<file path="src/hdl/eprrs_pkg.sv">
// Shared types and constants of the egress priority round-robin scheduler.
// Holds the request and status codes and the default sizes.
// Depends on nothing.
`timescale 1ns / 1ps
`default_nettype none

package eprrs_pkg;

   localparam int PORTS_DEFAULT       = 8;
   localparam int QUEUES_DEFAULT      = 8;
   localparam int COUNT_WIDTH_DEFAULT = 16;

   localparam int PORT_FIELD_W  = 3;
   localparam int QUEUE_FIELD_W = 3;
   localparam int CSR_W         = 4;

   localparam logic [CSR_W-1:0] PORTS_IN_USE_RESET = 4'd8;

   typedef enum logic {
      REQ_ENQUEUE = 1'b0,
      REQ_TX_END  = 1'b1
   } req_code_type;

   typedef enum logic [1:0] {
      ST_NONE  = 2'd0,
      ST_GRANT = 2'd1,
      ST_FULL  = 2'd2,
      ST_DROP  = 2'd3
   } status_type;

endpackage

`default_nettype wire

</file>
<file path="src/hdl/eprrs_count_bank.sv">
// Bank of per-port, per-queue packet counters, one counter cell per queue.
// Each cell reports whether it is empty or full; no package items are used.
// Driven by one-hot increment and decrement vectors from the top level.
`timescale 1ns / 1ps
`default_nettype none

module eprrs_count_bank #(
   parameter int CELLS       = 64,
   parameter int COUNT_WIDTH = 16
) (
   input  wire logic             clock,
   input  wire logic             reset,
   input  wire logic [CELLS-1:0] inc_vec,
   input  wire logic [CELLS-1:0] dec_vec,
   output logic      [CELLS-1:0] nonempty_vec,
   output logic      [CELLS-1:0] full_vec
);

   logic [COUNT_WIDTH-1:0] count_ff [CELLS];
   logic [COUNT_WIDTH-1:0] count_in [CELLS];

   always_comb begin
      for (int i = 0; i < CELLS; i++) begin
         count_in[i] = count_ff[i];
         if (inc_vec[i] && !dec_vec[i]) begin
            count_in[i] = count_ff[i] + COUNT_WIDTH'(1);
         end else if (dec_vec[i] && !inc_vec[i]) begin
            count_in[i] = count_ff[i] - COUNT_WIDTH'(1);
         end
         nonempty_vec[i] = |count_ff[i];
         full_vec[i]     = &count_ff[i];
      end
   end

   always_ff @(posedge clock) begin
      if (reset) begin
         for (int i = 0; i < CELLS; i++) begin
            count_ff[i] <= '0;
         end
      end else begin
         count_ff <= count_in;
      end
   end

endmodule

`default_nettype wire

</file>
<file path="src/hdl/eprrs_rr_pick.sv">
// Queue selection for one port: strict priority for the top queue, then a
// rotating priority encoder over the other queues starting at the pointer.
// Purely combinational; no package items are used.
`timescale 1ns / 1ps
`default_nettype none

module eprrs_rr_pick #(
   parameter int QUEUES = 8
) (
   input  wire logic [QUEUES-1:0]         row,
   input  wire logic [$clog2(QUEUES)-1:0] ptr,
   output logic                           found,
   output logic                           rr_grant,
   output logic      [$clog2(QUEUES)-1:0] sel,
   output logic      [$clog2(QUEUES)-1:0] next_ptr
);

   localparam int QW = $clog2(QUEUES);
   localparam int RR = QUEUES - 1;

   logic [RR-1:0] rr_row;
   logic [RR-1:0] hi_row;
   logic          hi_found;
   logic          lo_found;
   logic [QW-1:0] hi_sel;
   logic [QW-1:0] lo_sel;

   always_comb begin
      rr_row   = row[RR-1:0];
      hi_found = 1'b0;
      lo_found = 1'b0;
      hi_sel   = '0;
      lo_sel   = '0;
      for (int i = RR - 1; i >= 0; i--) begin
         hi_row[i] = rr_row[i] && (QW'(i) >= ptr);
         if (hi_row[i]) begin
            hi_found = 1'b1;
            hi_sel   = QW'(i);
         end
         if (rr_row[i]) begin
            lo_found = 1'b1;
            lo_sel   = QW'(i);
         end
      end

      if (row[RR]) begin
         found    = 1'b1;
         rr_grant = 1'b0;
         sel      = QW'(RR);
      end else begin
         found    = lo_found;
         rr_grant = lo_found;
         sel      = hi_found ? hi_sel : lo_sel;
      end

      if (sel == QW'(RR - 1)) begin
         next_ptr = '0;
      end else begin
         next_ptr = sel + QW'(1);
      end
   end

endmodule

`default_nettype wire

</file>
<file path="src/hdl/egress_priority_round_robin_scheduler.sv">
// Top level of the egress priority round-robin scheduler.
// Uses eprrs_pkg, eprrs_count_bank and eprrs_rr_pick.
//
// An item is an enqueue or a transmit-end event for one egress port, and each
// item yields exactly one result item: no grant, a grant, a rejected enqueue
// or a grant dropped on an absent port. The block takes one item per clock
// cycle while no result item is stalled: the item is held in an input
// register, the counter cells, busy flags and pointers are updated as it
// leaves that register, and the result is presented from an output
// register. While a result item is stalled the input register holds its item,
// so the input stalls once both registers are full.
// All packet counters are flip-flop cells cleared by reset, so the block is
// ready right after reset. The user must write the ports_in_use register
// through the csr channel while the block is idle; it is not enforced.
`timescale 1ns / 1ps
`default_nettype none

module egress_priority_round_robin_scheduler #(
   parameter int PORTS       = eprrs_pkg::PORTS_DEFAULT,
   parameter int QUEUES      = eprrs_pkg::QUEUES_DEFAULT,
   parameter int COUNT_WIDTH = eprrs_pkg::COUNT_WIDTH_DEFAULT
) (
   input  wire logic                                clock,
   input  wire logic                                reset,
   input  wire logic                                req_valid,
   output logic                                     req_stall,
   input  wire logic                                req_type,
   input  wire logic [eprrs_pkg::PORT_FIELD_W-1:0]  req_port,
   input  wire logic [eprrs_pkg::QUEUE_FIELD_W-1:0] req_queue,
   output logic                                     rsp_valid,
   input  wire logic                                rsp_stall,
   output logic      [1:0]                          rsp_status,
   output logic      [eprrs_pkg::PORT_FIELD_W-1:0]  rsp_grant_port,
   output logic      [eprrs_pkg::QUEUE_FIELD_W-1:0] rsp_grant_queue,
   input  wire logic                                csr_valid,
   output logic                                     csr_ready,
   input  wire logic [eprrs_pkg::CSR_W-1:0]         csr_data
);

   localparam int CELLS  = PORTS * QUEUES;
   localparam int CELL_W = $clog2(CELLS);
   localparam int QW     = $clog2(QUEUES);
   localparam int PW     = (PORTS > 1) ? $clog2(PORTS) : 1;
   localparam int PF     = eprrs_pkg::PORT_FIELD_W;
   localparam int QF     = eprrs_pkg::QUEUE_FIELD_W;

   logic                      in_valid_ff, in_valid_in;
   logic                      req_type_ff, req_type_in;
   logic [PF-1:0]             port_ff, port_in;
   logic [QF-1:0]             queue_ff, queue_in;
   logic                      rsp_valid_ff, rsp_valid_in;
   eprrs_pkg::status_type     status_ff, status_in;
   logic [PF-1:0]             gport_ff, gport_in;
   logic [QF-1:0]             gqueue_ff, gqueue_in;
   logic [PORTS-1:0]          busy_ff, busy_in;
   logic [QW-1:0]             ptr_ff [PORTS];
   logic [QW-1:0]             ptr_in [PORTS];
   logic [eprrs_pkg::CSR_W-1:0] piu_ff, piu_in;

   logic                      in_ready;
   logic                      fire;
   logic                      port_ok;
   logic                      queue_ok;
   logic                      is_enqueue;
   logic                      try_grant;
   logic [PW-1:0]             pidx;
   logic [QW-1:0]             qidx;
   logic [CELL_W-1:0]         row_base;
   logic [CELL_W-1:0]         enq_cell;
   logic [CELL_W-1:0]         deq_cell;
   logic [QUEUES-1:0]         row;
   logic [QUEUES-1:0]         pick_row;
   logic                      inc_en;
   logic                      dec_en;
   logic [CELLS-1:0]          inc_vec;
   logic [CELLS-1:0]          dec_vec;
   logic [CELLS-1:0]          nonempty_vec;
   logic [CELLS-1:0]          full_vec;
   logic                      pick_found;
   logic                      pick_rr;
   logic [QW-1:0]             pick_sel;
   logic [QW-1:0]             pick_next;

   assign fire      = in_valid_ff && (!rsp_valid_ff || !rsp_stall);
   assign in_ready  = !in_valid_ff || fire;
   assign req_stall = !in_ready;
   assign csr_ready = 1'b1;

   assign rsp_valid       = rsp_valid_ff;
   assign rsp_status      = status_ff;
   assign rsp_grant_port  = gport_ff;
   assign rsp_grant_queue = gqueue_ff;

   always_comb begin
      in_valid_in = in_valid_ff;
      req_type_in = req_type_ff;
      port_in     = port_ff;
      queue_in    = queue_ff;
      if (req_valid && in_ready) begin
         in_valid_in = 1'b1;
         req_type_in = req_type;
         port_in     = req_port;
         queue_in    = req_queue;
      end else if (fire) begin
         in_valid_in = 1'b0;
      end
      rsp_valid_in = fire || (rsp_valid_ff && rsp_stall);
      piu_in       = csr_valid ? csr_data : piu_ff;
   end

   always_comb begin
      port_ok    = 32'(port_ff) < PORTS;
      queue_ok   = 32'(queue_ff) < QUEUES;
      is_enqueue = req_type_ff == eprrs_pkg::REQ_ENQUEUE;
      pidx       = port_ok ? PW'(port_ff) : '0;
      qidx       = queue_ok ? QW'(queue_ff) : '0;
      row_base   = CELL_W'(32'(pidx) * QUEUES);
      enq_cell   = CELL_W'(32'(pidx) * QUEUES + 32'(qidx));
      deq_cell   = CELL_W'(32'(pidx) * QUEUES + 32'(pick_sel));
      row        = nonempty_vec[row_base +: QUEUES];
      pick_row   = is_enqueue ? (row | (QUEUES'(1) << qidx)) : row;
   end

   eprrs_rr_pick #(
      .QUEUES(QUEUES)
   ) u_pick (
      .row      (pick_row),
      .ptr      (ptr_ff[pidx]),
      .found    (pick_found),
      .rr_grant (pick_rr),
      .sel      (pick_sel),
      .next_ptr (pick_next)
   );

   always_comb begin
      status_in = status_ff;
      gport_in  = gport_ff;
      gqueue_in = gqueue_ff;
      busy_in   = busy_ff;
      ptr_in    = ptr_ff;
      inc_en    = 1'b0;
      dec_en    = 1'b0;
      try_grant = 1'b0;
      if (fire) begin
         status_in = eprrs_pkg::ST_NONE;
         gport_in  = '0;
         gqueue_in = '0;
         if (port_ok) begin
            if (is_enqueue) begin
               if (queue_ok) begin
                  if (full_vec[enq_cell]) begin
                     status_in = eprrs_pkg::ST_FULL;
                  end else begin
                     inc_en    = 1'b1;
                     try_grant = !busy_ff[pidx];
                  end
               end
            end else begin
               busy_in[pidx] = 1'b0;
               try_grant     = 1'b1;
            end
            if (try_grant && pick_found) begin
               dec_en    = 1'b1;
               gport_in  = port_ff;
               gqueue_in = QF'(pick_sel);
               if (pick_rr) begin
                  ptr_in[pidx] = pick_next;
               end
               if ({1'b0, port_ff} >= piu_ff) begin
                  status_in = eprrs_pkg::ST_DROP;
               end else begin
                  status_in     = eprrs_pkg::ST_GRANT;
                  busy_in[pidx] = 1'b1;
               end
            end
         end
      end
      inc_vec = inc_en ? (CELLS'(1) << enq_cell) : '0;
      dec_vec = dec_en ? (CELLS'(1) << deq_cell) : '0;
   end

   eprrs_count_bank #(
      .CELLS       (CELLS),
      .COUNT_WIDTH (COUNT_WIDTH)
   ) u_counts (
      .clock        (clock),
      .reset        (reset),
      .inc_vec      (inc_vec),
      .dec_vec      (dec_vec),
      .nonempty_vec (nonempty_vec),
      .full_vec     (full_vec)
   );

   always_ff @(posedge clock) begin
      if (reset) begin
         in_valid_ff  <= 1'b0;
         rsp_valid_ff <= 1'b0;
         busy_ff      <= '0;
         piu_ff       <= eprrs_pkg::PORTS_IN_USE_RESET;
         for (int i = 0; i < PORTS; i++) begin
            ptr_ff[i] <= '0;
         end
      end else begin
         in_valid_ff  <= in_valid_in;
         rsp_valid_ff <= rsp_valid_in;
         busy_ff      <= busy_in;
         piu_ff       <= piu_in;
         ptr_ff       <= ptr_in;
      end
   end

   always_ff @(posedge clock) begin
      req_type_ff <= req_type_in;
      port_ff     <= port_in;
      queue_ff    <= queue_in;
      status_ff   <= status_in;
      gport_ff    <= gport_in;
      gqueue_ff   <= gqueue_in;
   end

endmodule

`default_nettype wire

</file>
<file path="config.mk">
export PLATFORM = sky130hd
export DESIGN_NAME = egress_priority_round_robin_scheduler
export DESIGN_NICKNAME = d
export VERILOG_FILES = /design/src/hdl/eprrs_pkg.sv /design/src/hdl/eprrs_count_bank.sv /design/src/hdl/eprrs_rr_pick.sv /design/src/hdl/egress_priority_round_robin_scheduler.sv
export SDC_FILE = /design/constraint.sdc
export NUM_CORES = 2
export LEC_CHECK = 0
export BUFFER_PORTS_ARGS = -buffer_cell sky130_fd_sc_hd__buf_4
export CORE_UTILIZATION = 45
export DETAILED_ROUTE_END_ITERATION = 10
export SLEW_MARGIN = 20
export SYNTH_ARGS = -nofsm -noshare
export SYNTH_HDL_FRONTEND = slang
export SYNTH_SLANG_ARGS = --single-unit
</file>
<file path="constraint.sdc">
create_clock -name clock -period 7.2 [get_ports clock]
set_input_delay 0 -clock clock [delete_from_list [all_inputs] [get_ports clock]]
set_output_delay 0 -clock clock [all_outputs]
set_load 0.03 [all_outputs]
</file>
Word-level counts from Yosys, hierarchy flattened
Cells that the tools add are included.
- flip-flop bits (word level): 1077
- input bits: 16
- output and inout bits: 11
- logic and storage cells: 901
- add/subtract/negate cells: 131
- order comparisons: 13
- eq/ne operators: 1
- shift-type cells: 4
- muxes and demuxes: 194
- bitwise gates (word level): 5
- reductions and logical operators: 471
- operator list (operator ; count):
    $mux W16 ; 128
    $add A16 B1 Y16 const B ; 64
    $reduce_and A16 Y1 ; 64
    $reduce_or A16 Y1 ; 64
    $sub A16 B1 Y16 const B ; 64
    $logic_and A1 B1 Y1 ; 141
    $logic_not A1 Y1 ; 133
    $reduce_bool A2 Y1 ; 65
    $mux W64 ; 2
    $shl A1 B6 Y64 const A ; 2
    $shiftx A64 B7 Y8 ; 1
    $mux W3 ; 20
    $mux W8 ; 5
    $mux W1 ; 29
    $bwmux W24 ; 1
    $or A8 B8 Y8 ; 2
    $add A6 B3 Y6 ; 2
    $bmux W3 S3 ; 1
    $demux W3 S3 ; 1
    $ge A3 B3 Y1 const A ; 3
    $and A8 B8 Y8 ; 1
    $mux W2 ; 4
    $not A8 Y8 ; 1
    $shl A1 B3 Y8 const A ; 1
    16 further kinds ; 20

Longest topological paths before layout
- depth after elaboration: 21
- mapped depth: 31
- mapped depth without buffers: 28

Cells and area by module
A second synthesis with hierarchy kept.
- cells, all modules: 11633
- area, all modules: 90329.1 um2
- modules (own cells, without submodules) (module ; times used ; cells an instance ; area each (um2) ; sequential area each (um2)):
    eprrs_count_bank ; 1 ; 10997 ; 85519.5 ; 20499.7
    egress_priority_round_robin_scheduler ; 1 ; 582 ; 4448.0 ; 1211.2
    eprrs_rr_pick ; 1 ; 54 ; 361.6 ; 0.0

Worst setup path after synthesis
No wires, ideal clock.
- path type: flip-flop to flip-flop
- from: register port_ff[1] (netlist: pidx[1])
- to: register u_counts.count_ff[431] (netlist bit)
- library setup time: 0.121 ns
- arrival: 6.320 ns
- data required time: 7.079 ns
- path slack: 0.759 ns
- cell stages (with the launch flop): 27
- buffers on the path: 3
- path through: edfxtp_1 -> clkbuf_1 -> buf_2 -> buf_2 -> mux2_2 -> a311oi_2 -> a21oi_1 -> o22ai_1 -> nor2_1 -> a211oi_2 -> inv_1 -> or4b_4 -> or2_1 -> ha_1 -> inv_1 -> ha_1 -> a21o_1 -> a21oi_1 -> o21ai_0 -> a211oi_1 -> o31ai_1 -> o41ai_1 -> o2111ai_1 -> a21oi_1 -> xnor2_1 -> nor2_1 -> mux2_2
- longest elaborated chain between the ends: 21
- RTL lines (item ; line ; source):
    start, declared ; egress_priority_round_robin_scheduler.sv:49 ; logic [PF-1:0] port_ff, port_in;
    start signal, assigned ; egress_priority_round_robin_scheduler.sv:214 ; port_ff <= port_in;
    $not A3 Y4 (implied by the code) ; egress_priority_round_robin_scheduler.sv:128 ; .ptr (ptr_ff[pidx]),
    $bmux W3 S3 ; egress_priority_round_robin_scheduler.sv:128 ;
    $mux W3 (implied by the code) (2 in series) ; egress_priority_round_robin_scheduler.sv:128 ;
    $ge A3 B3 Y1 ; eprrs_rr_pick.sv:35 ; hi_row[i] = rr_row[i] && (QW'(i) >= ptr);
    $logic_and A1 B1 Y1 ; eprrs_rr_pick.sv:35 ;
    $mux W1 / $mux W3 (equally long branches) (7 in series) ; eprrs_rr_pick.sv:36 ; if (hi_row[i]) begin
    $mux W3 ; eprrs_rr_pick.sv:53 ; sel = hi_found ? hi_sel : lo_sel;
    $mux W3 ; eprrs_rr_pick.sv:46 ; if (row[RR]) begin
    $add A6 B3 Y6 ; egress_priority_round_robin_scheduler.sv:119 ; deq_cell = CELL_W'(32'(pidx) * QUEUES + 32'(pick_sel));
    $shl A1 B6 Y64 ; egress_priority_round_robin_scheduler.sv:179 ; dec_vec = dec_en ? (CELLS'(1) << deq_cell) : '0;
    $mux W64 ; egress_priority_round_robin_scheduler.sv:179 ;
    $logic_not A1 Y1 ; eprrs_count_bank.sv:25 ; if (inc_vec[i] && !dec_vec[i]) begin
    $logic_and A1 B1 Y1 ; eprrs_count_bank.sv:25 ;
    $mux W16 / $reduce_bool A2 Y1 (equally long branches) ; n/a ;
    end signal, assigned ; eprrs_count_bank.sv:41 ; count_ff <= count_in;
    end, declared ; eprrs_count_bank.sv:19 ; logic [COUNT_WIDTH-1:0] count_ff [CELLS];
Parallel ways exist; a longest one is shown, timed or not. The select of a mux whose other input is x is not followed.
A chain may end at the register's enable or synchronous reset.

Worst setup path in the final report
- from: register port_ff[0] (netlist: pidx[0])
- to: register u_counts.count_ff[286] (netlist bit)
Same word-level chain as after synthesis.

==> results.md <==
* Outcome: finished, violations left
* Violated checks: design-rule violations
* Final Net Count at 12,700
* Slew of the pin with the lowest slew margin at 1.12 ns
* Dpl cells at 13,900
* Critical path launch point: pidx[0]
* First-pass GRT wire length at around 400,000 um
* Distinct cell type count of the synthesized netlist at 85
* Static leakage at 42.9 nW
* Initial drt markers at 5,007
* Die boundary height at 437 um
* Routability cong. at 0.926
* RSZ-0062 raised after global routing: true
* Final setup fails at 0
* Switching portion of total power at 27.1%
* Final ANT Viol Nets at 0
* Min-delay src: req_port[2]
* Clock buffer depth at 3
* Site row count at 159
* Final Skew at 0.0353 ns
* Share of synthesized registers carrying an async set or reset at 0%
* Critical path buffer and inverter count at 8
* Worst EP required at 7.88 ns
* Tmin final at 6.99 ns
* DR pass1 iterations at 9
* Clock Latency Late Sink at 0.80 ns
* Hold/Removal Path Class: input pin to flop
* Remaining Overflow, GRT at 0
* Via Count at between 80,000 and 90,000
* Worst r2r src: pidx[0]
* Comb power frac at 15.1%
* Pwr Density at roughly 160 mW/mm^2
* # DRC at 8
* WS Path Type: flop to flop
* Routed WL at roughly 250,000 um
* Die area at 0.191 mm^2
* Flop-to-flop setup slack at 0.21 ns
* Synth top area share at 25.0%
* Largest fanout on the critical path at 14
* Gate count of the mapped netlist at around 11,000
* Post-synthesis register bit count at 1,077
* Root Driver: clkbuf_16
* CP startpoint kind: flop
* Primary FF master, synth: dfxtp_1
* Cell Area, Synth at roughly 0.085 mm^2
* Num Clock Sinks at 1,077
* Reg power frac at 38.7%
* WP data arrival at 7.66 ns
* WL/cell at 17.6 um
* Slew HR at 25.6%
* Synth top area cells: dfxtp_1 (25%), ha_1 (15%), nor2_1 (7.5%)
* Layout cells sized above 1 at 10.4%
* CP endpoint kind: flop
* Int Power at 11.6 mW
* Slowest CP cell: edfxtp_1
* Clk pwr share at 46.2%
* Via/cell ratio at 5.79
* I/O Buffers at 25
* Top cell type by total area after synthesis: dfxtp_1
* Vias in the first global route at 77,100
* Fmax at roughly 140 MHz
* Yosys warnings at 0
* Post-Layout Cell Count at 14,200
* Final core occ at 52.4%
* Syn_nets at 12,100
* MaxCap Viol Count at 0
* Largest net degree at the start of global routing at 171
* CP most frequent cell: o21ai_0
* Switching power of the nets at 4.32 mW
* Seq/Total Area, Yosys at between 20 and 30%
* Area delta synth->final at 15.6%
* H-tree depth at 4
* Post-synth EDFFs at 15
* Delay of the slowest cell on the worst path at 0.43 ns
* TritonCTS clock tree: done
* Die X-Extent at 437 um
* GRT Overall Usage at 25.2%
* Peak supply drop at 0.168 mV
* I/O pin total at 27
* Hold Fails Final Rpt at 0
* Starting Density at ~45%
* Avg Cell Area, Syn at roughly 7.7 um^2
* Clock transition at path regs at 0.06 ns
* Detail Placement HPWL at 183,000 um
* Initial antenna violation count at 5
* CP delay by family, top: compound AO/OA/AOI/OAI gates
* Final Slew Violations at 0
* Core area at 0.188 mm^2
* TritonCTS Buffers at 142
* Final period util at 97.0%
## power groups by stage
stage	clock network (mW)	registers, mW	logic [mW]
2_1_floorplan	0	6.26	1.53
3_3_place_gp	0	6.28	2.28
3_5_place_dp	0	6.29	2.31
4_1_cts	7.54	6.16	2.34
5_1_grt	7.78	6.17	2.62
6_report	7.36	6.16	2.40
## timing repair
| action | CTS | global route |
|---|---|---|
| cloned | 0 | 1 |
| setup buffers | 0 | 16 |
| hold buffers | 28 | 0 |
| setup endpoints to repair | 66 | 220 |
| hold endpoints to repair | 84 | 0 |
| pin swaps | 0 | 15 |
| gates resized for setup | 5 | 171 |
## flip-flops by register name, indices dropped and copies added (netlist names), 2 cells and up
name,cells
busy_ff,8
pidx,3
piu_ff,4
ptr_ff,24
qidx,3
rsp_grant_port,3
rsp_grant_queue,3
rsp_status,2
u_counts.count_ff,1024
## worst register-to-register path, delay by kind of cell, from the launching register on
kind / cells / cell delay, ns
AOI/OAI and AO/OA: 13 / 2.87
DFF: 1 / 0.43
and+or+nand+nor: 9 / 1.74
buffers and inverters: 8 / 1.38
adders and majority gates: 2 / 0.45
## stage by stage
stage          power [mW]  instance area (um^2)  setup TNS, ns  setup slack (ns)  hold WS, ns
3_5_place_dp         8.59                 92600          -5.17            -0.309        0.186
6_report             15.9                 98400              0             0.215       0.0875
5_1_grt              16.6                 98400          -1.52            -0.120       0.0537
3_3_place_gp         8.56                 92600         -0.806            -0.160        0.186
4_1_cts              16.0                 97700              0            0.0293       0.0407
2_1_floorplan        7.79                 85100              0             0.759       0.0989
## metal layers
metal	track usage (%)	up-vias	share of wire, %
met5	0	-	0.0096
met4	8.57	4	3.3
met3	3.40	392	4.8
met2	42.7	1600	46
met1	32.6	38800	46
li1	-	41400	-
## cell usage in the layout, fill, tap and decap left out, types with 203 or more instances in the layout
cell,instances
nand4_1,330
inv_1,463
nor3_1,456
a21o_1,259
buf_4,729
and3_1,203
dfxtp_1,1062
nor2_1,1701
xor2_1,219
nand3_1,253
a21oi_1,961
nor4_1,334
ha_1,1010
o21ai_0,275
nand2_1,744
xnor2_1,449
## layout make-up
cell class                      count  area, um^2
Fill cell                       17800       89400
Multi-Input combinational cell   9091       60700
Sequential cell                  1077       21700
Timing Repair Buffer              782        6220
Clock buffer                      216        4330
Tap cell                         2495        3120
Inverter                          486        1830
Clock inverter                     37         457
Antenna cell                        6        15.0
## cell usage after synthesis, drive strengths merged, types with 87 or more instances
cell type and count:
nor2 1706, dfxtp 1062, ha 1010, a21oi 972, nand2 744, inv 468, nor3 462, xnor2 449
nor4 340, nand4 330, clkbuf 319, o21ai 299, a21o 259, nand3 254, xor2 219, and3 204
nor2b 163, mux2i 155, a31oi 146, or3 120, nor4b 102, nand2b 93, a211oi 90, or2 87
## path summary, 6_finish.rpt
kind / end / cells after the start
worst max-delay path: u_counts.count_ff[286] / 32
worst min-delay path: pidx[2] / 2
worst max register to register: u_counts.count_ff[286] / 32
worst min register to register: ptr_ff[3] / 2
## cells by family (layout without fill, tap and decap cells)
kind of cell,count (synthesis),in the layout,synth area share (%)
buffers and inverters,865,1521,3.86
adder cells (fa/ha/maj),1074,1074,16.3
multiplexers,176,176,2.17
flip-flops,1077,1077,25.5
XOR/XNOR,668,668,6.87
AND/OR/NAND/NOR,4766,4766,27.4
AO/OA/AOI/OAI,2406,2406,17.9
other,1,7,0.00441
(Power assumes the default switching activity.)
